**config.mk**
```make
export PLATFORM = sky130hd
export DESIGN_NAME = cus_expand
export DESIGN_NICKNAME = d
export VERILOG_FILES = /design/src/cus_pkg.sv /design/src/cus_expand.sv
export SDC_FILE = /design/constraint.sdc
export NUM_CORES = 1
export LEC_CHECK = 0
export CAP_MARGIN = 20
export CORE_MARGIN = 4
export CORE_UTILIZATION = 48
export CTS_BUF_LIST = sky130_fd_sc_hd__clkbuf_4
export DETAILED_ROUTE_END_ITERATION = 8
export DONT_BUFFER_PORTS = 1
export PLACE_DENSITY = 0.7
export SLEW_MARGIN = 20
export SYNTH_ARGS = -nofsm -noshare
export SYNTH_HDL_FRONTEND = slang
export SYNTH_SLANG_ARGS = --single-unit
```
**constraint.sdc**
```tcl
create_clock -name clk -period 6.5 [get_ports clk]
set_input_delay 1.625 -clock clk [delete_from_list [all_inputs] [get_ports clk]]
set_output_delay 1.625 -clock clk [all_outputs]
set_load 0.005 [all_outputs]
```
**src/cus_pkg.sv**
```systemverilog
// Shared types, constants and blend arithmetic for the chroma upsampler.
package cus_pkg;

  // Frame limits and field widths
  localparam int MAX_CHROMA_WIDTH  = 2048;
  localparam int MAX_CHROMA_HEIGHT = 2048;
  localparam int DIM_W      = 12;
  localparam int COL_CNT_W  = $clog2(MAX_CHROMA_WIDTH);
  localparam int ROW_CNT_W  = $clog2(MAX_CHROMA_HEIGHT);
  localparam int POS_W      = 12;
  localparam int SAMPLE_W   = 8;
  localparam int PAIR_W     = 2 * SAMPLE_W;
  localparam int CFG_IDX_W  = 2;

  // Register indexes
  localparam logic [CFG_IDX_W-1:0] CFG_IDX_WIDTH  = 2'd0;
  localparam logic [CFG_IDX_W-1:0] CFG_IDX_HEIGHT = 2'd1;

  // Reset values of the frame size registers
  localparam logic [DIM_W-1:0] RST_CHROMA_WIDTH  = 12'd960;
  localparam logic [DIM_W-1:0] RST_CHROMA_HEIGHT = 12'd540;

  // Tap kinds: edge repeat, 3:1 toward left/above, 1:3 toward current
  localparam logic [1:0] TAP_EDGE = 2'd0;
  localparam logic [1:0] TAP_LO   = 2'd1;
  localparam logic [1:0] TAP_HI   = 2'd2;

  typedef struct packed {
    logic [SAMPLE_W-1:0] u_in;
    logic [SAMPLE_W-1:0] v_in;
  } in_t;

  typedef struct packed {
    logic [SAMPLE_W-1:0] cb_out;
    logic [SAMPLE_W-1:0] cr_out;
    logic [POS_W-1:0]    pixel_row;
    logic [POS_W-1:0]    pixel_col;
    logic                run_last;
  } out_t;

  // One chroma position with its neighbors and its place in the frame
  typedef struct packed {
    logic [PAIR_W-1:0] cur;         // Cb low, Cr high
    logic [PAIR_W-1:0] left;
    logic [PAIR_W-1:0] above;
    logic [PAIR_W-1:0] above_left;
    logic              c_first;
    logic              c_last;
    logic              r_first;
    logic              r_last;
    logic [POS_W-1:0]  col2;        // 2c
    logic [POS_W-1:0]  col_end;     // 2W-1
    logic [POS_W-1:0]  row2;        // 2r
    logic [POS_W-1:0]  row_end;     // 2H-1
  } item_t;

  // Horizontal blend of one component, four times the sample scale
  function automatic logic [9:0] hsum(input logic [SAMPLE_W-1:0] l,
                                      input logic [SAMPLE_W-1:0] c,
                                      input logic [1:0] hk);
    logic [9:0] l10;
    logic [9:0] c10;
    l10 = {2'b00, l};
    c10 = {2'b00, c};
    case (hk)
      TAP_LO:  hsum = l10 + (l10 << 1) + c10;
      TAP_HI:  hsum = l10 + c10 + (c10 << 1);
      default: hsum = c10 << 2;
    endcase
  endfunction

  // Full 2-D blend of one component
  function automatic logic [SAMPLE_W-1:0] blend(input logic [SAMPLE_W-1:0] l,
                                                input logic [SAMPLE_W-1:0] c,
                                                input logic [SAMPLE_W-1:0] al,
                                                input logic [SAMPLE_W-1:0] a,
                                                input logic [1:0] hk,
                                                input logic [1:0] vk);
    logic [9:0]  hc;
    logic [9:0]  ha;
    logic [12:0] hc13;
    logic [12:0] ha13;
    logic [12:0] acc;
    hc   = hsum(l, c, hk);
    ha   = hsum(al, a, hk);
    hc13 = {3'b000, hc};
    ha13 = {3'b000, ha};
    case (vk)
      TAP_LO:  acc = ha13 + (ha13 << 1) + hc13 + 13'd8;
      TAP_HI:  acc = ha13 + hc13 + (hc13 << 1) + 13'd8;
      default: acc = {1'b0, hc13[12:1]} << 1;
    endcase
    if (vk == TAP_LO || vk == TAP_HI) begin
      blend = acc[11:4];
    end else begin
      blend = hc[9:2];
    end
  endfunction

endpackage

```
**src/cus_expand.sv**
```systemverilog
// Result sequencer: walks the output pixels of one chroma position and blends each one.
module cus_expand (
  input  logic           clk,
  input  logic           rst_n,
  input  logic           s1_valid,
  input  cus_pkg::item_t s1_item,
  output logic           s1_take,
  output logic           out_valid,
  input  logic           out_ready,
  output cus_pkg::out_t  out_data
);

  logic           s2_v_r;
  cus_pkg::item_t it_r;
  logic [1:0]     i_r;
  logic [1:0]     j_r;
  logic           ov_r;
  cus_pkg::out_t  od_r;
  cus_pkg::out_t  od_nxt;

  logic [1:0]                hmax;
  logic [1:0]                vmax;
  logic [1:0]                hk;
  logic [1:0]                vk;
  logic [cus_pkg::POS_W-1:0] col;
  logic [cus_pkg::POS_W-1:0] row;
  logic                      last_j;
  logic                      last_i;
  logic                      out_load;
  logic                      emit;
  logic                      fin;

  // Horizontal tap for the current column step
  always_comb begin
    hmax = it_r.c_first ? (it_r.c_last ? 2'd1 : 2'd0) : (it_r.c_last ? 2'd2 : 2'd1);
    if (it_r.c_first) begin
      hk  = cus_pkg::TAP_EDGE;
      col = (j_r == 2'd0) ? '0 : it_r.col_end;
    end else begin
      case (j_r)
        2'd0: begin
          hk  = cus_pkg::TAP_LO;
          col = it_r.col2 - cus_pkg::POS_W'(1);
        end
        2'd1: begin
          hk  = cus_pkg::TAP_HI;
          col = it_r.col2;
        end
        default: begin
          hk  = cus_pkg::TAP_EDGE;
          col = it_r.col_end;
        end
      endcase
    end
  end

  // Vertical tap for the current row step
  always_comb begin
    vmax = it_r.r_first ? (it_r.r_last ? 2'd1 : 2'd0) : (it_r.r_last ? 2'd2 : 2'd1);
    if (it_r.r_first) begin
      vk  = cus_pkg::TAP_EDGE;
      row = (i_r == 2'd0) ? '0 : it_r.row_end;
    end else begin
      case (i_r)
        2'd0: begin
          vk  = cus_pkg::TAP_LO;
          row = it_r.row2 - cus_pkg::POS_W'(1);
        end
        2'd1: begin
          vk  = cus_pkg::TAP_HI;
          row = it_r.row2;
        end
        default: begin
          vk  = cus_pkg::TAP_EDGE;
          row = it_r.row_end;
        end
      endcase
    end
  end

  // Blend both components of this pixel
  always_comb begin
    last_j           = (j_r == hmax);
    last_i           = (i_r == vmax);
    od_nxt.cb_out    = cus_pkg::blend(it_r.left[7:0], it_r.cur[7:0],
                                      it_r.above_left[7:0], it_r.above[7:0], hk, vk);
    od_nxt.cr_out    = cus_pkg::blend(it_r.left[15:8], it_r.cur[15:8],
                                      it_r.above_left[15:8], it_r.above[15:8], hk, vk);
    od_nxt.pixel_row = row;
    od_nxt.pixel_col = col;
    od_nxt.run_last  = last_i && last_j;
  end

  assign out_load = !ov_r || out_ready;
  assign emit     = s2_v_r && out_load;
  assign fin      = emit && last_i && last_j;
  assign s1_take  = s1_valid && (!s2_v_r || fin);

  // Control: step through the pixel grid and hand results to the output register
  always_ff @(posedge clk) begin
    if (!rst_n) begin
      s2_v_r <= 1'b0;
      ov_r   <= 1'b0;
      i_r    <= '0;
      j_r    <= '0;
    end else begin
      if (out_load) begin
        ov_r <= s2_v_r;
      end
      if (s1_take) begin
        s2_v_r <= 1'b1;
        i_r    <= '0;
        j_r    <= '0;
      end else if (fin) begin
        s2_v_r <= 1'b0;
      end else if (emit) begin
        if (last_j) begin
          j_r <= '0;
          i_r <= i_r + 2'd1;
        end else begin
          j_r <= j_r + 2'd1;
        end
      end
    end
  end

  // Payload: hold the item, capture each result
  always_ff @(posedge clk) begin
    if (s1_take) begin
      it_r <= s1_item;
    end
    if (emit) begin
      od_r <= od_nxt;
    end
  end

  assign out_valid = ov_r;
  assign out_data  = od_r;

endmodule

```
==> flow_metrics.tcl <==
set metrics [dict create \
    multi_input_area_mm2 0.008426 \
    outcome "finished, final reports clean" \
    vdd_ir_drop_max_mv 0.1689 \
    core_area_mm2 0.02809 \
    slowest_stage "o32ai_1" \
    die_h_um 177.5 \
    via_per_inst 5.843 \
    cp.arrival_ns 6.04 \
    yosys_most_used_dff "edfxtp_1" \
    post_drt_wl_per_cell_um 18.97 \
    cp_max_fo 50 \
    required_ns 6.80 \
    root_buffer "clkbuf_4" \
    timing.critical_path.buf_inv 4 \
    gp_congestion 0.8465 \
    worst-path-stages 21 \
    nNetsFinal 1621 \
    hold_depth 2 \
    tns_ns 0 \
    drt_iter0_markers 649 \
    ys_types 92 \
    num_io_pins 163 \
    synth_edf_count 157 \
    holdWs_ns 0.4896 \
    cts_max_path_buffers 2 \
    power.leakage_uw 0.005814 \
    fin_area_mm2 0.01456 \
    post-cts-setup-buffers 0 \
    yosysWarnings 0 \
    grt_antenna_before_repair 5 \
    drive_gt1_share_pct 6.053 \
    htreeDepth 4 \
    max_clock_freq_ghz 0.1743 \
    setup_viol 0 \
    crit_type "flop to flop" \
    cts_buffers 17 \
    final-hold-violation-count 0 \
    critical_path.endpoint_type "flop" \
    hold_path_class "flop to flop" \
    ys_seq_elements 163 \
    die_w_um 177.5 \
    start_kind "flop" \
    powerDensity_mw_per_mm2 311.2 \
    cts_hold_buf 0 \
    syn_nets 1623 \
    clock_latency_ns 0.58 \
    cts_tree "built" \
    drc 0 \
    num_vias 9682 \
    rows 61 \
    syn_area_mm2 0.01379 \
    wirelength_mm 31.43 \
    clock_sinks 163 \
    worstRegToRegCells 21 \
    grt_max_degree 51 \
    clk_pin_slew_worst_paths_ns 0.15 \
    synthArstFlopShare_pct 0 \
    max_cap_violations 0 \
    period_share_pct 88.27 \
    clock_skew_ns 0.03146 \
    crit_chain "inv_1 -> ha_1 -> nand2_1 -> inv_1 -> ha_2 -> buf_4 -> nor2_1 -> o211ai_1 -> a21oi_1 -> o32ai_1 -> inv_1 -> fa_1 -> ha_1 -> ha_1 -> a21o_1 -> a21o_1 -> a31oi_1 -> a21oi_1 -> xor2_1 -> a21oi_1 -> a22oi_1" \
    avgSynthCellArea_um2 10.93 \
    initial_core_util_pct 49.09 \
    grtUsageTotal_pct 20.35 \
    dr.pass1.iters 5 \
    p_total_uw 4530 \
    grt_pass1_vias 9902 \
    post_dp_cell_area_mm2 0.01421 \
    critPathTopFamily "adder cells" \
    place_hpwl_mm 24.35 \
    nFillCells 2562 \
    period_needed_ns 5.737 \
    gr-total-overflow 0 \
    grt_pass1_wl_mm 50.52 \
    cts_resized 0 \
    port_buffers 0 \
    worst_slew_pin_slew_ns 0.9951 \
    syn_inst 1261 \
    finalMaxSlewViolations 0 \
    rsz0062_at_grt "no" \
    areaGrowthSynthToFinish_pct 5.572 \
    max_stage_delay_ns 0.61 \
    seqCellArea_mm2 0.004835 \
    die-area_mm2 0.03150 \
    ys_seq_area_share_pct 35.07 \
    ant_nets 0 \
    maxSlewHeadroom_pct 33.56 \
]
power breakdown:
part           switching, uW  internal, uW  total (uW)
Clock                    418           286         704
Sequential              83.2          1260        1350
Combinational           1370          1110        2480
metal layers:
metal | vias up | GRT usage, % | share of wire, %
li1 | 4660 | - | -
met5 | - | 0 | 0
met2 | 252 | 34.99 | 51
met4 | 0 | 8.057 | 2.7
met1 | 4725 | 25.29 | 42
met3 | 45 | 3.963 | 4.5
tightest hold or removal path, stage by stage (launching register included):
cell and delay, ns:
dfxtp_1 0.35, inv_1 0.05, a21boi_0 0.06
metrics by stage:
| stage | setup WS, ns | utilization, % | instances |
|---|---|---|---|
| 6_report | 0.7627 | 51.82 | 1657 |
| 5_1_grt | 0.1941 | 51.81 | 1656 |
| 4_1_cts | 0.7058 | 51.76 | 1650 |
| 3_5_place_dp | 0.7434 | 50.61 | 1618 |
| 3_3_place_gp | 0.8452 | 50.61 | 1618 |
| 2_1_floorplan | 0.1481 | - | 1261 |
cells by family (layout without fill, tap and decap cells):
kind of cell,Yosys count,after routing,synth area share [%]
AO/OA/AOI/OAI,355,355,18.12
XOR/XNOR,86,86,5.781
adder cells (fa/ha/maj),250,250,27.13
buffers and inverters,140,151,3.857
flip-flops,163,163,35.07
multiplexers,11,11,0.8168
other,0,7,0
AND/OR/NAND/NOR,256,256,9.230
placed cells by master, fill, tap and decap left out, drive strengths merged, types with 36 or more instances in the layout:
cell type,n
ha,158
edfxtp,157
inv,117
fa,84
o21ai,84
nand2,72
a21oi,69
nor2,68
xnor2,48
xor2,36
final cells by class:
cell class / instances / area share [%]
antenna: 7 / 0.1203
clock buffer: 18 / 0.9284
clock inverter: 14 / 1.298
inverter: 110 / 2.837
multi-input combinational: 958 / 57.89
sequential: 163 / 33.22
tap: 378 / 3.249
timing repair buffer: 9 / 0.4642
synth_stat cells, types with 6 or more instances:
cell type  count  area share (%)
a211oi_1      19             1.0
a21o_1        19             1.0
a21oi_1       69             2.5
a221oi_1      12            0.76
a22oi_1       27             1.5
a31oi_1        6            0.27
buf_1          6            0.16
clkbuf_1      19            0.52
dfxtp_1        6            0.87
edfxtp_1     157              34
fa_1          84              12
ha_1         158              14
inv_1        106             2.9
maj3_1         7            0.51
mux2i_1        9            0.65
nand2_1       72             2.0
nand2b_1      12            0.54
nand3_1       13            0.47
nor2_1        67             1.8
nor2b_1       16            0.73
nor3_1        26            0.94
nor4b_1        7            0.44
o21a_1        31             1.7
o21ai_0       77             2.8
o21ai_1        6            0.22
o21bai_1       9            0.49
o221ai_1       9            0.57
o31a_1         8            0.51
o31ai_1        7            0.38
xnor2_1       46             2.9
xor2_1        36             2.3
flip-flops by register name, indices dropped and copies added (netlist names):
register / flops
i_r: 2
it_r: 116
j_r: 2
out_data: 41
out_valid: 1
s2_v_r: 1
worst paths after layout:
path	from	end	slack (ns)
min	s2_v_r$_SDFFE_PN0P_	out_valid$_SDFFE_PN0N_	0.49
max	j_r[0]$_SDFFE_PP0P_	out_data[40]$_DFFE_PP_	0.76
max reg2reg	j_r[0]$_SDFFE_PP0P_	out_data[40]$_DFFE_PP_	0.76
min reg2reg	s2_v_r$_SDFFE_PN0P_	out_valid$_SDFFE_PN0N_	0.49
(Power assumes the default switching activity.)
